[config.mk]
export PLATFORM = sky130hd
export DESIGN_NAME = capture_tachometer
export DESIGN_NICKNAME = d
export VERILOG_FILES = /design/src/sv/ctach_pkg.sv /design/src/sv/ctach_front.sv /design/src/sv/ctach_fifo.sv /design/src/sv/ctach_back.sv /design/src/sv/capture_tachometer.sv
export SDC_FILE = /design/constraint.sdc
export NUM_CORES = 1
export LEC_CHECK = 0
export ABC_AREA = 1
export BUFFER_PORTS_ARGS = -buffer_cell sky130_fd_sc_hd__buf_2
export CORE_MARGIN = 8
export CORE_UTILIZATION = 50
export CTS_BUF_LIST = sky130_fd_sc_hd__clkbuf_8
export CTS_CLUSTER_SIZE = 20
export DETAILED_ROUTE_END_ITERATION = 7
export PLACE_DENSITY_LB_ADDON = 0.25
export RECOVER_POWER = 100
export SYNTH_ARGS = -nofsm -noshare
export SYNTH_HDL_FRONTEND = slang
export SYNTH_SLANG_ARGS = --single-unit
[constraint.sdc]
create_clock -name aclk -period 13.9 [get_ports aclk]
set_input_delay 0.695 -clock aclk [delete_from_list [all_inputs] [get_ports aclk]]
set_output_delay 0.695 -clock aclk [all_outputs]
set_load 0.01 [all_outputs]
[src/sv/ctach_pkg.sv]
// Shared types and constants for the capture tachometer.
// Used by the front end, the command queue, the divider back end and the top level.
`default_nettype none

package ctach_pkg;

    localparam int WEIGHT_W   = 8;
    localparam int NUMER_W    = 24;
    localparam int TIMEOUT_W  = 4;
    localparam int CFG_DATA_W = 24;
    localparam int CFG_IDX_W  = 2;
    localparam int CAPTURE_W  = 16;
    localparam int COUNT_W    = 16;
    localparam int PERIOD_W   = 24;
    localparam int SPEED_W    = 16;

    localparam int FIFO_DEPTH = 2;

    localparam logic [WEIGHT_W-1:0]  WEIGHT_RESET  = 8'd50;
    localparam logic [NUMER_W-1:0]   NUMER_RESET   = 24'd600000;
    localparam logic [TIMEOUT_W-1:0] TIMEOUT_RESET = 4'd2;

    localparam logic [SPEED_W-1:0] SPEED_MAX = {SPEED_W{1'b1}};

    typedef enum logic [CFG_IDX_W-1:0] {
        REG_OVERFLOW_WEIGHT     = 2'd0,
        REG_RPM_NUMERATOR       = 2'd1,
        REG_ZERO_TIMEOUT_RELOAD = 2'd2
    } reg_idx_t;

    typedef enum logic [1:0] {
        MODE_EDGE     = 2'd0,
        MODE_OVERFLOW = 2'd1,
        MODE_TICK     = 2'd2,
        MODE_REARM    = 2'd3
    } mode_t;

    typedef enum logic [1:0] {
        OP_KEEP   = 2'd0,
        OP_ZERO   = 2'd1,
        OP_DIVIDE = 2'd2
    } op_t;

    typedef struct packed {
        op_t                 op;
        logic [PERIOD_W-1:0] period;
        logic                done;
    } cmd_t;

endpackage

`default_nettype wire

[src/sv/ctach_front.sv]
// Front end: accepts input items, keeps the edge and timeout state and turns
// each item into one speed command for the back end. Depends on ctach_pkg.
`default_nettype none

module ctach_front
    import ctach_pkg::*;
(
    input  wire logic                 aclk,
    input  wire logic                 aresetn,
    input  wire logic                 s_valid,
    output logic                      s_ready,
    input  wire logic [1:0]           s_mode,
    input  wire logic [CAPTURE_W-1:0] s_capture_value,
    input  wire logic                 s_running,
    input  wire logic [WEIGHT_W-1:0]  overflow_weight,
    input  wire logic [TIMEOUT_W-1:0] zero_timeout_reload,
    input  wire logic                 q_full,
    output logic                      q_push,
    output cmd_t                      q_cmd
);

    logic [COUNT_W-1:0]   ovf_count_reg, ovf_count_next;
    logic                 first_reg, first_next;
    logic                 counting_reg, counting_next;
    logic                 done_reg, done_next;
    logic [TIMEOUT_W-1:0] timeout_reg, timeout_next;
    logic [TIMEOUT_W-1:0] timeout_dec;
    logic [PERIOD_W-1:0]  period;
    op_t                  op;

    assign s_ready = !q_full;
    assign q_push  = s_valid && s_ready;

    // Fits in 24 bits: 65535 * 255 + 65535 < 2^24.
    assign period = PERIOD_W'(ovf_count_reg * overflow_weight)
                  + PERIOD_W'(s_capture_value);

    assign timeout_dec = (timeout_reg != '0) ? timeout_reg - 1'b1 : '0;

    always_comb begin
        ovf_count_next = ovf_count_reg;
        first_next     = first_reg;
        counting_next  = counting_reg;
        done_next      = done_reg;
        timeout_next   = timeout_reg;
        op             = OP_KEEP;
        unique case (mode_t'(s_mode))
            MODE_EDGE: begin
                // Edges count only while the motor runs and no result is held.
                if (s_running && !done_reg) begin
                    timeout_next = zero_timeout_reload;
                    if (first_reg) begin
                        done_next     = 1'b1;
                        first_next    = 1'b0;
                        counting_next = 1'b0;
                        op            = OP_DIVIDE;
                    end else begin
                        ovf_count_next = '0;
                        first_next     = 1'b1;
                        counting_next  = 1'b1;
                    end
                end
            end
            MODE_OVERFLOW: begin
                if (counting_reg) begin
                    ovf_count_next = ovf_count_reg + 1'b1;
                end
            end
            MODE_TICK: begin
                timeout_next = timeout_dec;
                if (timeout_dec == '0) begin
                    op = OP_ZERO;
                end
            end
            MODE_REARM: begin
                done_next = 1'b0;
            end
        endcase
    end

    always_comb begin
        q_cmd.op     = op;
        q_cmd.period = period;
        q_cmd.done   = done_next;
    end

    always_ff @(posedge aclk) begin
        if (!aresetn) begin
            ovf_count_reg <= '0;
            first_reg     <= 1'b0;
            counting_reg  <= 1'b0;
            done_reg      <= 1'b0;
            timeout_reg   <= '0;
        end else if (q_push) begin
            ovf_count_reg <= ovf_count_next;
            first_reg     <= first_next;
            counting_reg  <= counting_next;
            done_reg      <= done_next;
            timeout_reg   <= timeout_next;
        end
    end

endmodule

`default_nettype wire

[src/sv/ctach_fifo.sv]
// Short command queue between the front end and the divider back end.
// Depends on ctach_pkg for the command type.
`default_nettype none

module ctach_fifo
    import ctach_pkg::*;
#(
    parameter int DEPTH = FIFO_DEPTH
) (
    input  wire logic aclk,
    input  wire logic aresetn,
    input  wire logic push,
    input  wire cmd_t push_cmd,
    input  wire logic pop,
    output logic      full,
    output logic      not_empty,
    output cmd_t      head
);

    localparam int PtrW = $clog2(DEPTH);
    localparam int CntW = $clog2(DEPTH + 1);

    cmd_t            entry_reg [DEPTH];
    logic [PtrW-1:0] wr_ptr_reg;
    logic [PtrW-1:0] rd_ptr_reg;
    logic [CntW-1:0] count_reg;

    assign full      = (count_reg == CntW'(DEPTH));
    assign not_empty = (count_reg != '0);
    assign head      = entry_reg[rd_ptr_reg];

    always_ff @(posedge aclk) begin
        if (push) begin
            entry_reg[wr_ptr_reg] <= push_cmd;
        end
    end

    always_ff @(posedge aclk) begin
        if (!aresetn) begin
            wr_ptr_reg <= '0;
            rd_ptr_reg <= '0;
            count_reg  <= '0;
        end else begin
            if (push) begin
                wr_ptr_reg <= (wr_ptr_reg == PtrW'(DEPTH - 1)) ? '0 : wr_ptr_reg + 1'b1;
            end
            if (pop) begin
                rd_ptr_reg <= (rd_ptr_reg == PtrW'(DEPTH - 1)) ? '0 : rd_ptr_reg + 1'b1;
            end
            if (push && !pop) begin
                count_reg <= count_reg + 1'b1;
            end else if (pop && !push) begin
                count_reg <= count_reg - 1'b1;
            end
        end
    end

endmodule

`default_nettype wire

[src/sv/ctach_back.sv]
// Back end: executes speed commands in order, runs the bit-serial divider for
// a finished measurement and holds the result register. Depends on ctach_pkg.
`default_nettype none

module ctach_back
    import ctach_pkg::*;
(
    input  wire logic               aclk,
    input  wire logic               aresetn,
    input  wire logic               q_valid,
    input  wire cmd_t               q_cmd,
    output logic                    q_pop,
    input  wire logic [NUMER_W-1:0] rpm_numerator,
    output logic                    m_valid,
    input  wire logic               m_ready,
    output logic [SPEED_W-1:0]      m_speed_rpm,
    output logic                    m_measure_done
);

    localparam int StepW = $clog2(PERIOD_W + 1);

    typedef enum logic {
        ST_IDLE,
        ST_DIV
    } state_t;

    state_t              state_reg;
    logic [StepW-1:0]    step_reg;
    logic [PERIOD_W-1:0] rem_reg;
    logic [NUMER_W-1:0]  quot_reg;
    logic [PERIOD_W-1:0] divisor_reg;
    logic                done_reg;
    logic [SPEED_W-1:0]  speed_reg;
    logic                m_valid_reg;
    logic [SPEED_W-1:0]  m_speed_reg;
    logic                m_done_reg;

    logic                out_free;
    logic                out_load;
    logic [PERIOD_W:0]   rem_shift;
    logic                rem_ge;
    logic [SPEED_W-1:0]  quot_sat;

    assign out_free = !m_valid_reg || m_ready;
    assign q_pop    = (state_reg == ST_IDLE) && q_valid && out_free;

    // A result is loaded by every popped command except a division that has to run.
    assign out_load = (q_pop && !(q_cmd.op == OP_DIVIDE && q_cmd.period != '0))
                   || ((state_reg == ST_DIV) && (step_reg == '0) && out_free);

    // One restoring-division step: shift in the next dividend bit, subtract if it fits.
    assign rem_shift = {rem_reg, quot_reg[NUMER_W-1]};
    assign rem_ge    = (rem_shift >= {1'b0, divisor_reg});
    assign quot_sat  = (quot_reg[NUMER_W-1:SPEED_W] != '0) ? SPEED_MAX
                                                           : quot_reg[SPEED_W-1:0];

    assign m_valid        = m_valid_reg;
    assign m_speed_rpm    = m_speed_reg;
    assign m_measure_done = m_done_reg;

    always_ff @(posedge aclk) begin
        if (!aresetn) begin
            state_reg   <= ST_IDLE;
            step_reg    <= '0;
            speed_reg   <= '0;
            done_reg    <= 1'b0;
            m_valid_reg <= 1'b0;
            m_speed_reg <= '0;
            m_done_reg  <= 1'b0;
        end else begin
            if (out_load) begin
                m_valid_reg <= 1'b1;
            end else if (m_ready) begin
                m_valid_reg <= 1'b0;
            end
            unique case (state_reg)
                ST_IDLE: begin
                    if (q_pop) begin
                        case (q_cmd.op)
                            OP_DIVIDE: begin
                                if (q_cmd.period == '0) begin
                                    speed_reg   <= SPEED_MAX;
                                    m_speed_reg <= SPEED_MAX;
                                    m_done_reg  <= q_cmd.done;
                                end else begin
                                    rem_reg     <= '0;
                                    quot_reg    <= rpm_numerator;
                                    divisor_reg <= q_cmd.period;
                                    done_reg    <= q_cmd.done;
                                    step_reg    <= StepW'(PERIOD_W);
                                    state_reg   <= ST_DIV;
                                end
                            end
                            OP_ZERO: begin
                                speed_reg   <= '0;
                                m_speed_reg <= '0;
                                m_done_reg  <= q_cmd.done;
                            end
                            default: begin
                                m_speed_reg <= speed_reg;
                                m_done_reg  <= q_cmd.done;
                            end
                        endcase
                    end
                end
                ST_DIV: begin
                    if (step_reg != '0) begin
                        if (rem_ge) begin
                            rem_reg <= PERIOD_W'(rem_shift - {1'b0, divisor_reg});
                        end else begin
                            rem_reg <= rem_shift[PERIOD_W-1:0];
                        end
                        quot_reg <= {quot_reg[NUMER_W-2:0], rem_ge};
                        step_reg <= step_reg - 1'b1;
                    end else if (out_free) begin
                        speed_reg   <= quot_sat;
                        m_speed_reg <= quot_sat;
                        m_done_reg  <= done_reg;
                        state_reg   <= ST_IDLE;
                    end
                end
            endcase
        end
    end

endmodule

`default_nettype wire

[src/sv/capture_tachometer.sv]
// Capture tachometer top level: configuration registers, front end, command
// queue and divider back end. Depends on ctach_pkg and the ctach_* modules.
//
// Usage:
//   Input channel (s_valid/s_ready): one event per transfer. s_mode selects a
//   capture edge, a timer overflow, a timeout tick or a rearm. s_capture_value
//   and s_running are used on capture edges only.
//   Result channel (m_valid/m_ready): exactly one result per input transfer, in
//   order, giving the speed and the measurement-done flag after that event.
//   Configuration: a write at cfg_index with cfg_wr_en high takes effect at that
//   clock edge; write only while no event is in flight.
// Ordering and throughput:
//   Each event passes the queue and the back end registers its result; the
//   second capture edge of a measurement first runs the 24-step serial divider,
//   unless its period is zero. The divider is the only multi-cycle unit, so events
//   are taken at one per cycle while the queue is not full, and a queue of
//   FIFO_DEPTH commands lets the front end keep taking events meanwhile.
// Reset and stalls:
//   Synchronous active-low reset clears all measurement state, the speed and
//   the queue and restores the register defaults. When m_ready is low the
//   result holds; the queue fills and s_ready then drops.
`default_nettype none

module capture_tachometer
    import ctach_pkg::*;
#(
    parameter int FIFO_DEPTH_P = FIFO_DEPTH
) (
    input  wire logic                  aclk,
    input  wire logic                  aresetn,
    input  wire logic                  s_valid,
    output logic                       s_ready,
    input  wire logic [1:0]            s_mode,
    input  wire logic [CAPTURE_W-1:0]  s_capture_value,
    input  wire logic                  s_running,
    output logic                       m_valid,
    input  wire logic                  m_ready,
    output logic [SPEED_W-1:0]         m_speed_rpm,
    output logic                       m_measure_done,
    input  wire logic                  cfg_wr_en,
    input  wire logic [CFG_IDX_W-1:0]  cfg_index,
    input  wire logic [CFG_DATA_W-1:0] cfg_wdata
);

    logic [WEIGHT_W-1:0]  weight_reg;
    logic [NUMER_W-1:0]   numer_reg;
    logic [TIMEOUT_W-1:0] reload_reg;

    logic q_push;
    logic q_pop;
    logic q_full;
    logic q_not_empty;
    cmd_t q_in;
    cmd_t q_head;

    always_ff @(posedge aclk) begin
        if (!aresetn) begin
            weight_reg <= WEIGHT_RESET;
            numer_reg  <= NUMER_RESET;
            reload_reg <= TIMEOUT_RESET;
        end else if (cfg_wr_en) begin
            unique case (cfg_index)
                REG_OVERFLOW_WEIGHT:     weight_reg <= cfg_wdata[WEIGHT_W-1:0];
                REG_RPM_NUMERATOR:       numer_reg  <= cfg_wdata[NUMER_W-1:0];
                REG_ZERO_TIMEOUT_RELOAD: reload_reg <= cfg_wdata[TIMEOUT_W-1:0];
                default: ;
            endcase
        end
    end

    ctach_front u_front (
        .aclk                (aclk),
        .aresetn             (aresetn),
        .s_valid             (s_valid),
        .s_ready             (s_ready),
        .s_mode              (s_mode),
        .s_capture_value     (s_capture_value),
        .s_running           (s_running),
        .overflow_weight     (weight_reg),
        .zero_timeout_reload (reload_reg),
        .q_full              (q_full),
        .q_push              (q_push),
        .q_cmd               (q_in)
    );

    ctach_fifo #(
        .DEPTH (FIFO_DEPTH_P)
    ) u_fifo (
        .aclk      (aclk),
        .aresetn   (aresetn),
        .push      (q_push),
        .push_cmd  (q_in),
        .pop       (q_pop),
        .full      (q_full),
        .not_empty (q_not_empty),
        .head      (q_head)
    );

    ctach_back u_back (
        .aclk           (aclk),
        .aresetn        (aresetn),
        .q_valid        (q_not_empty),
        .q_cmd          (q_head),
        .q_pop          (q_pop),
        .rpm_numerator  (numer_reg),
        .m_valid        (m_valid),
        .m_ready        (m_ready),
        .m_speed_rpm    (m_speed_rpm),
        .m_measure_done (m_measure_done)
    );

endmodule

`default_nettype wire

==> run summary, run 1 <==
The total area inside the core boundary comes to around 32,000 um^2. The post-route netlist has under 10% of its cells at a drive strength greater than 1. The number of H-tree levels is 2. Grouping stages by cell kind, the critical path spends the most delay in buffers and inverters. The number of antenna violations at the first check in global routing is 0. The endpoint required time on the critical path is between 10 and 15 ns.

Before antenna repair, the detailed router went through 7 iterations. The total design power is ~2.3 mW. The final reports fail on capacitance limit, slew limit.

The peak supply drop came out at ~0.064 mV. Setup repair after global routing left no endpoint under its margin. Among all flip-flop cells after synthesis, the most frequent one is sky130_fd_sc_hd__edfxtp_1. The x dimension of the die is 196 um. In this run, post-CTS repair resized a total of 0 instances. The number of maximum-capacitance constraint violations came out at 6. The number of max-slew violations in the final report is between 300 and 400. The aggregate negative setup slack is 0 ns.

The slowest stage of the critical path is the sky130_fd_sc_hd__clkbuf_1 cell. The overall overflow remaining after global route came out at 0. The final standard cell area without fillers came out at 17,400 um^2. The number of standard cells in the layout, taps in and fillers out is roughly 2,600. The final setup violation count is 0. The number of standard-cell rows in the floorplan came out at between 60 and 70.

The total number of yosys warnings came out at 0. The source-to-sink clock delay at the later pin of the worst-skew pair is roughly 0.56 ns. The maximum fanout along the worst path is 48. The clock edge transition at the registers on the reported setup and hold paths came out at ~0.060 ns. The number of instances in the synthesized netlist came out at 2,093.

Static timing analysis puts the maximum clock frequency at between 100 and 150 MHz. A synthesized cell averages a little under 8 um^2. The first global-routing pass estimated between 60,000 and 70,000 um of wire.

The number of buffers added to fix hold violations after cts is 0. The power density of the placed cells came out at approximately 130 nW/um^2. The layout overhead on the synthesized area came out at 7.93%. In the synthesized netlist the async set-or-reset flop fraction comes to 0%.

Dividing the detail-routed wire length by the instance count gives around 15 um. In this run, synthesis produced a sequential element count of 230. The worst path buffer plus inverter count came out at 4. The quantity of I/O buffers inserted on ports is 68. Leaving out fill and tap cells, the most frequent cell in the layout is sky130_fd_sc_hd__nand2_1. The routability-driven placement congestion ratio came out at between 0.9 and 1.

The time the worst path needs with I/O delays and setup is approximately 6.8 ns. The wire-length estimate of the detail-placed layout is between 20,000 and 30,000 um. The final net count came out at roughly 2,400. STA classifies the critical path startpoint as a flop. The total wirelength of the detailed-routed design came out at approximately 38,000 um. At the pin with the least slew margin, the transition time is roughly 3.4 ns.

The cell area after placement came out at roughly 17,000 um^2. Measured against its own limit, the worst slew margin works out to -128%. The critical path goes through clkbuf_1, clkinvlp_2, or2_2, o21ai_0, ha_1, nand3_1, nand2_1, inv_1, nor2_4, clkbuf_1. The top cell types in the final layout, fill and taps aside, are 509 x sky130_fd_sc_hd__nand2_1, 426 x sky130_fd_sc_hd__inv_1, 253 x sky130_fd_sc_hd__nor2_1.

TritonCTS built the clock tree. Data arrives at the worst endpoint at around 7 ns. In this design, the critical path's most frequently occurring cell is sky130_fd_sc_hd__clkbuf_1. The remaining design rule violation count came out at 0. The type of destination of the critical path is a flop.

In this run the count of I/O pins placed on the die edge is between 60 and 70. The number of synthesized flops with an enable pin is between 100 and 150. The violation count after the first detailed-routing iteration came out at between 600 and 700.

The hold violation total from the final report came out at 0. The flow ran to the end, but the final reports show violations. The chip height came out at ~200 um. The overall via count from detail_route came out at about 13,000. The count of inserted antenna diode cells is 0. The worst min-delay path class is primary input to flop.

In this run the cell area of the synthesized design comes to ~16,000 um^2. The net count of the mapped netlist came out at between 2,000 and 2,500. The analysis attributes to cell leakage a power of between 8 and 9 nW.

In this run the remaining antenna-violating nets after routing total 0. On the final layout, the worst clock skew is approximately 0.029 ns. The fraction of the cycle the final worst path needs is between 40 and 50%. For this configuration, the core starts out at a cell density of around half. The number of setup buffers added after CTS is 0. The clock drives 230 sinks. The area of the die came out at ~38,000 um^2.

The total clock buffers created by CTS is a little over 40. The maximum root-to-sink buffer count is 3. The register with the most flip-flops in the layout has 54 of them. The type of the worst setup path is flop to flop. The maximum number of pins on one net before global-route repair is 82. Synthesis instantiated 42 different standard cells from the library. The total placed cells including tap cells came out at about 2,500.

Across every metal layer, demand over resource in global routing totals between 20 and 25%. The number of global-route vias before repair came out at roughly 13,000. Sequential elements use 36.3% of the synthesized area. The biggest cell delay along the critical path is 1.94 ns. Clock tree synthesis selected as its root buffer the cell sky130_fd_sc_hd__clkbuf_8. After detailed routing, the number of vias per cell comes to ~5.
[worst register-to-register path, cell delays in order, from the launching register on]
cell and delay, ns:
sky130_fd_sc_hd__dfxtp_1 0.32, sky130_fd_sc_hd__clkbuf_1 0.91, sky130_fd_sc_hd__clkinvlp_2 1.36, sky130_fd_sc_hd__or2_2 0.66, sky130_fd_sc_hd__o21ai_0 0.16, sky130_fd_sc_hd__ha_1 0.34, sky130_fd_sc_hd__nand3_1 0.25, sky130_fd_sc_hd__nand2_1 0.20
sky130_fd_sc_hd__inv_1 0.11, sky130_fd_sc_hd__nor2_4 0.08, sky130_fd_sc_hd__clkbuf_1 1.94
[through the flow]
step	hold slack [ns]	worst slack [ns]	util (%)
2_1_floorplan	0.424	9.27	-
3_3_place_gp	0.439	8.85	52.0
3_5_place_dp	0.444	8.74	52.0
4_1_cts	0.312	8.72	54.3
5_1_grt	0.350	6.38	54.1
6_report	0.352	7.11	54.1
[synth_stat cells, types with 2 or more instances]
| library cell | instances | area share (%) |
|---|---|---|
| sky130_fd_sc_hd__nand2_2 | 13 | 0.50 |
| sky130_fd_sc_hd__nand2_1 | 504 | 12 |
| sky130_fd_sc_hd__clkinv_1 | 2 | 0.047 |
| sky130_fd_sc_hd__a211oi_1 | 19 | 0.88 |
| sky130_fd_sc_hd__ha_1 | 77 | 6.0 |
| sky130_fd_sc_hd__buf_2 | 9 | 0.28 |
| sky130_fd_sc_hd__xnor2_1 | 16 | 0.87 |
| sky130_fd_sc_hd__clkbuf_1 | 53 | 1.2 |
| sky130_fd_sc_hd__a21o_1 | 2 | 0.093 |
| sky130_fd_sc_hd__nor2_1 | 256 | 6.0 |
| sky130_fd_sc_hd__fa_1 | 101 | 13 |
| sky130_fd_sc_hd__nand3_2 | 2 | 0.12 |
| sky130_fd_sc_hd__buf_1 | 8 | 0.19 |
| sky130_fd_sc_hd__dfxtp_1 | 104 | 13 |
| sky130_fd_sc_hd__nor3_1 | 22 | 0.68 |
| sky130_fd_sc_hd__a21oi_1 | 99 | 3.1 |
| sky130_fd_sc_hd__inv_1 | 408 | 9.5 |
| sky130_fd_sc_hd__o21ai_1 | 6 | 0.19 |
| sky130_fd_sc_hd__edfxtp_1 | 126 | 23 |
| sky130_fd_sc_hd__o21ai_0 | 111 | 3.4 |
| sky130_fd_sc_hd__buf_6 | 6 | 0.42 |
| sky130_fd_sc_hd__nand3_4 | 2 | 0.22 |
| sky130_fd_sc_hd__a21boi_0 | 2 | 0.093 |
| sky130_fd_sc_hd__nand3b_1 | 6 | 0.28 |
| sky130_fd_sc_hd__nand3_1 | 56 | 1.7 |
| sky130_fd_sc_hd__or2_2 | 4 | 0.15 |
| sky130_fd_sc_hd__o21a_1 | 6 | 0.28 |
| sky130_fd_sc_hd__nand4_1 | 35 | 1.4 |
| sky130_fd_sc_hd__xor2_1 | 21 | 1.1 |
| sky130_fd_sc_hd__nor4_1 | 5 | 0.19 |
[layout make-up]
class | count | area (um^2)
Timing Repair Buffer | 77 | 360
Fill cell | 3166 | 14800
Tap cell | 408 | 510
Multi-Input combinational cell | 1375 | 8390
Clock buffer | 44 | 606
Sequential cell | 230 | 5870
Inverter | 411 | 1540
Clock inverter | 29 | 155
[logic make-up (layout without fill, tap and decap cells)]
kind of cell	Yosys count	count (layout)	share of synthesized area [%]
and+or+nand+nor	908	908	23.1
buffers and inverters	488	561	11.7
AOI/OAI and AO/OA	251	251	8.33
DFF	230	230	36.3
adders and majority gates	178	178	18.5
xor gates and xnor gates	37	37	2.01
muxes	1	1	0.0620
[final timing paths]
kind	start	end	slack, ns	cells past startpoint
worst max-delay path	flop	u_back.quot_reg[9]	7.11	10
worst min-delay path	cfg_wdata[9]	numer_reg[9]	0.35	3
worst max register to register	flop	u_back.quot_reg[9]	7.11	10
worst min register to register	reload_reg[0]	reload_reg[0]	0.45	2
[routing by layer]
layer | part of all wire, % | track usage (%) | vias up | wire, um
li1 | - | - | 6593 | -
met1 | 45 | 27.0 | 6041 | 17500
met2 | 47 | 33.0 | 306 | 17900
met3 | 4.9 | 2.79 | 82 | 1890
met4 | 3.0 | 7.16 | 0 | 1160
met5 | 0 | 0 | - | 0
[power breakdown]
part,internal [mW],switching (mW)
clock,0.312,0.280
combinational,0.269,0.570
sequential,0.854,0.0470
total,1.43,0.896
No activity file was read; power rests on OpenSTA's default activity.
==> run 2: changes to the inputs <==
ABC_AREA = 0   (was 1)
clock period = 5.9 ns   (was 13.9 ns; I/O delays follow)
==> run summary, run 2 <==
The maximum root-to-sink buffer count is 3 (unchanged). The register area share after synthesis came to 39.4% (+3.1 points). The overall via count from detail_route is 10,614 (-18%). The hold violation total from the final report came out at 0 (unchanged). The most common cell after layout, fill and taps aside is sky130_fd_sc_hd__inv_1. The number of maximum-capacitance constraint violations came out at 7 (+1). The iteration count of the initial detailed-routing pass is 4 (-3). The share of layout cells above drive strength 1 is 9.35% (+3.6 points). The source-to-sink clock delay at the later pin of the worst-skew pair is 0.55 ns (about the same). STA classifies the critical path startpoint as a flop. The final setup violation count came out at 0 (unchanged).

The met3 track demand over resource is 2.87% (+0.072 points). The total wirelength of the detailed-routed design came out at 32,700 um (-15%). The number of H-tree levels came out at 2 (unchanged). The number of top-level pins was 69 (unchanged). The total number of yosys warnings came out at 0 (unchanged). The total clock buffers created by CTS was 39 (-4.9%). The share of total power in sequential cells is 44.7% (+6.1 points). The filler cell count is 2,632 (-17%). The cell internal power dissipation is 3.22 mW (+120%). The worst slack after detailed placement came out at 0.444 ns (-8.30 ns). TritonCTS built the clock tree. The maximum number of pins on one net before global-route repair came to 56 (-32%). The relative slew slack came out at -60.6% (+67 points). The time the worst path needs with I/O delays and setup is 5.53 ns (-1.26 ns). The number of antenna violations at the first check in global routing came out at 0 (unchanged). The area of the die was 35,500 um^2 (-7.2%).

The endpoint required time on the critical path is 6.15 ns (-7.86 ns). The HPWL after detailed placement is 24,100 um (-17%). The switching share of power was 30.9% (-7.6 points). The layout overhead on the synthesized area is 10.5%. The clock edge transition at the registers on the reported setup and hold paths came out at 0.06 ns (about the same). The reg-to-reg setup timing slack is 0.37 ns (-6.74 ns). The number of standard-cell rows in the floorplan is 63 (-4.5%). In the layout the commonest cells are 214 x sky130_fd_sc_hd__inv_1, 162 x sky130_fd_sc_hd__nand2_1, 126 x sky130_fd_sc_hd__edfxtp_1. The count of inserted antenna diode cells came to 0 (unchanged). The remaining design rule violation count came out at 0 (unchanged).

The chip height came out at 189 um (-3.7%). The met2 track demand over resource in global routing came out at 30.7% (-2.3 points). The number of sinks handled by clock tree synthesis came out at 230 (unchanged).

The part of the power in combinational logic came out at 23.3% (-13 points). The worst setup path is captured at a flop. The met1 global-route usage is 24.4% (-2.5 points).

The routability-driven placement congestion ratio was 0.846 (-9.3%). The overall overflow remaining after global route came out at 0 (unchanged). The cell chosen for the clock root is sky130_fd_sc_hd__clkbuf_8. The post-synth design cell area is 14,900 um^2 (-7.8%). The total global routing track utilization is 18.2% (-1.9 points). After global routing, the most crowded layer is met2. Ranked by total cell area, the synthesized netlist is headed by sky130_fd_sc_hd__edfxtp_1 25%, sky130_fd_sc_hd__dfxtp_1 14%, sky130_fd_sc_hd__fa_1 14%, sky130_fd_sc_hd__ha_1 6.5%, sky130_fd_sc_hd__inv_1 5.0%. The fraction of the cycle the final worst path needs was 93.8% (+45 points). The final setup slack of the worst path was 0.368 ns (-6.74 ns). The critical path arrival was 5.78 ns (-1.13 ns).

The maximum frequency from static timing analysis is 181 MHz (+23%). The async set-reset flop share out of synthesis came out at 0% (unchanged). The most common cell in the netlist is sky130_fd_sc_hd__inv_1. The final net count is 1,812 (-23%).

The via count normalized by instance count is 5.29 (+4.6%). The type of the worst setup path is flop to flop. The number of synthesized register bits is 230 (unchanged).

The quantity of I/O buffers inserted on ports came to 68 (unchanged). The number of max-slew violations in the final report is 220 (-28%). The power density of the placed cells was 283 nW/um^2 (+110%). The slew at the pin with the worst max-slew slack is 2.41 ns (-1.01 ns). The run finished, with violations left.

The most used flip-flop cell after synthesis is sky130_fd_sc_hd__edfxtp_1. The number of setup buffers added after CTS came out at 0 (unchanged). The number of distinct standard cells referenced by the synthesized netlist came out at 72 (+71%). The number of global-route vias before repair was 10,728 (-16%). The commonest cells after synthesis are 198 x sky130_fd_sc_hd__inv_1, 161 x sky130_fd_sc_hd__nand2_1, 126 x sky130_fd_sc_hd__edfxtp_1.

The number of antenna-violating nets in the routed design is 0 (unchanged). The flip-flop count of the largest register after layout was 54 (unchanged). The cell type with the highest aggregate area in the netlist is sky130_fd_sc_hd__edfxtp_1.

The violation count after the first detailed-routing iteration came out at 612 (-7.7%). The wire length of the first global-routing pass is 54,000 um (-15%). The number of synthesized flops with an enable pin is 126 (unchanged). The effective utilization at floorplan is 50.5% (+0.34 points). The floorplan core area came out at 29,500 um^2 (-8.5%). The net count of the mapped netlist was 1,741 (-25%). The maximum clock skew at final layout was 0.0426 ns (+0.0135 ns). The checks that failed: capacitance limit, slew limit. The leakage power total came out at 7.13 nW (-20%). The net load switching power was 1.44 mW (+61%). The aggregate negative setup slack is 0 ns (unchanged). The post-synthesis area per instance came out at 9.84 um^2 (+27%). The proportion of netlist area held by the largest area contributor came to 25.4% (+2.0 points).

The detailed-route wire length per cell was 16.3 um (+9.2%). The number of instances in the synthesized netlist came out at 1,513 (-28%). Setup repair after global routing left no endpoint under its margin. The x dimension of the die came out at 189 um (-3.7%). The portion of total power attributed to the clock network is 32.1% (+6.7 points). The min-delay analysis places its worst path in the category primary input to flop. The maximum fanout along the worst path is 17 (-65%). The peak supply drop came out at 0.213 mV (+230%).
## run 2: power groups by stage
stage                     logic [mW]  registers, mW  clock network [mW]
after floorplan                0.825           2.07                   0
after global placement          1.09           2.10                   0
after detailed placement        1.10           2.11                   0
after CTS                       1.12           2.08                1.53
after global routing            1.22           2.10                1.61
final                           1.08           2.08                1.49
## run 2: final cells by class
| class | instances | area [um^2] | share of cell area (%) |
|---|---|---|---|
| multi-input cells | 1020 | 7980 | 48.5 |
| flip-flops and latches | 230 | 5870 | 35.7 |
| inverters | 199 | 747 | 4.54 |
| clock buffers | 46 | 633 | 3.85 |
| repair buffers | 94 | 523 | 3.18 |
| well taps | 390 | 488 | 2.97 |
| clock inverters | 26 | 204 | 1.24 |
## run 2: per-layer routing
| layer | vias to the layer above | share of wire, % |
|---|---|---|
| met1 | 5172 | 46 |
| met3 | 38 | 3.9 |
| met4 | 0 | 1.6 |
| li1 | 5223 | - |
| met5 | - | 0 |
| met2 | 181 | 48 |
## run 2: what timing repair did
item / 4_1_cts / 5_1_grt
hold buffers: 16 / 0
endpoints found under the hold margin: 16 / 0
resized for setup: 0 / 0
## run 2: cells by family (layout without fill, tap and decap cells)
logic type / after synthesis / count (layout) / synth area share, %
adder cells (fa/ha/maj): 178 / 178 / 20.1
buffers and inverters: 263 / 365 / 6.87
AND/OR/NAND/NOR: 460 / 460 / 15.0
AO/OA/AOI/OAI: 265 / 265 / 10.9
multiplexers: 65 / 65 / 4.65
flip-flops: 230 / 230 / 39.4
XOR/XNOR: 52 / 52 / 3.06
## run 2: path summary, 6_finish.rpt
path	start	endpoint	cells past startpoint
max	weight_reg[1]	u_fifo.entry_reg[1][22]	17
min	cfg_wdata[0]	numer_reg[0]	3
max reg2reg	weight_reg[1]	u_fifo.entry_reg[1][22]	17
min reg2reg	numer_reg[20]	numer_reg[20]	2
## run 2: critical path, cell delays in order (launching register included)
cell and delay (ns):
sky130_fd_sc_hd__dfxtp_1 0.66, sky130_fd_sc_hd__nand2_1 0.15, sky130_fd_sc_hd__fa_1 0.53, sky130_fd_sc_hd__inv_1 0.05
sky130_fd_sc_hd__fa_1 0.48, sky130_fd_sc_hd__fa_1 0.51, sky130_fd_sc_hd__inv_1 0.06, sky130_fd_sc_hd__fa_1 0.52
sky130_fd_sc_hd__inv_1 0.04, sky130_fd_sc_hd__ha_1 0.36, sky130_fd_sc_hd__or2_2 0.30, sky130_fd_sc_hd__a21oi_1 0.17
sky130_fd_sc_hd__a211oi_1 0.10, sky130_fd_sc_hd__or3_1 0.44, sky130_fd_sc_hd__a311oi_1 0.33, sky130_fd_sc_hd__nor2b_1 0.13
sky130_fd_sc_hd__o41ai_2 0.26, sky130_fd_sc_hd__xnor2_1 0.15
## run 2: metrics by stage
step | hold slack (ns) | utilization, % | power (mW) | std cells | cell area, um^2
after floorplan | 0.419 | - | 2.90 | 1513 | 14900
after CTS | 0.0188 | 56.1 | 4.73 | 2005 | 16500
after detailed placement | 0.448 | 52.7 | 3.21 | 1917 | 15500
final | 0.0548 | 55.8 | 4.66 | 2005 | 16400
after global routing | 0.0281 | 55.8 | 4.94 | 2005 | 16400
after global placement | 0.445 | 52.7 | 3.18 | 1917 | 15500
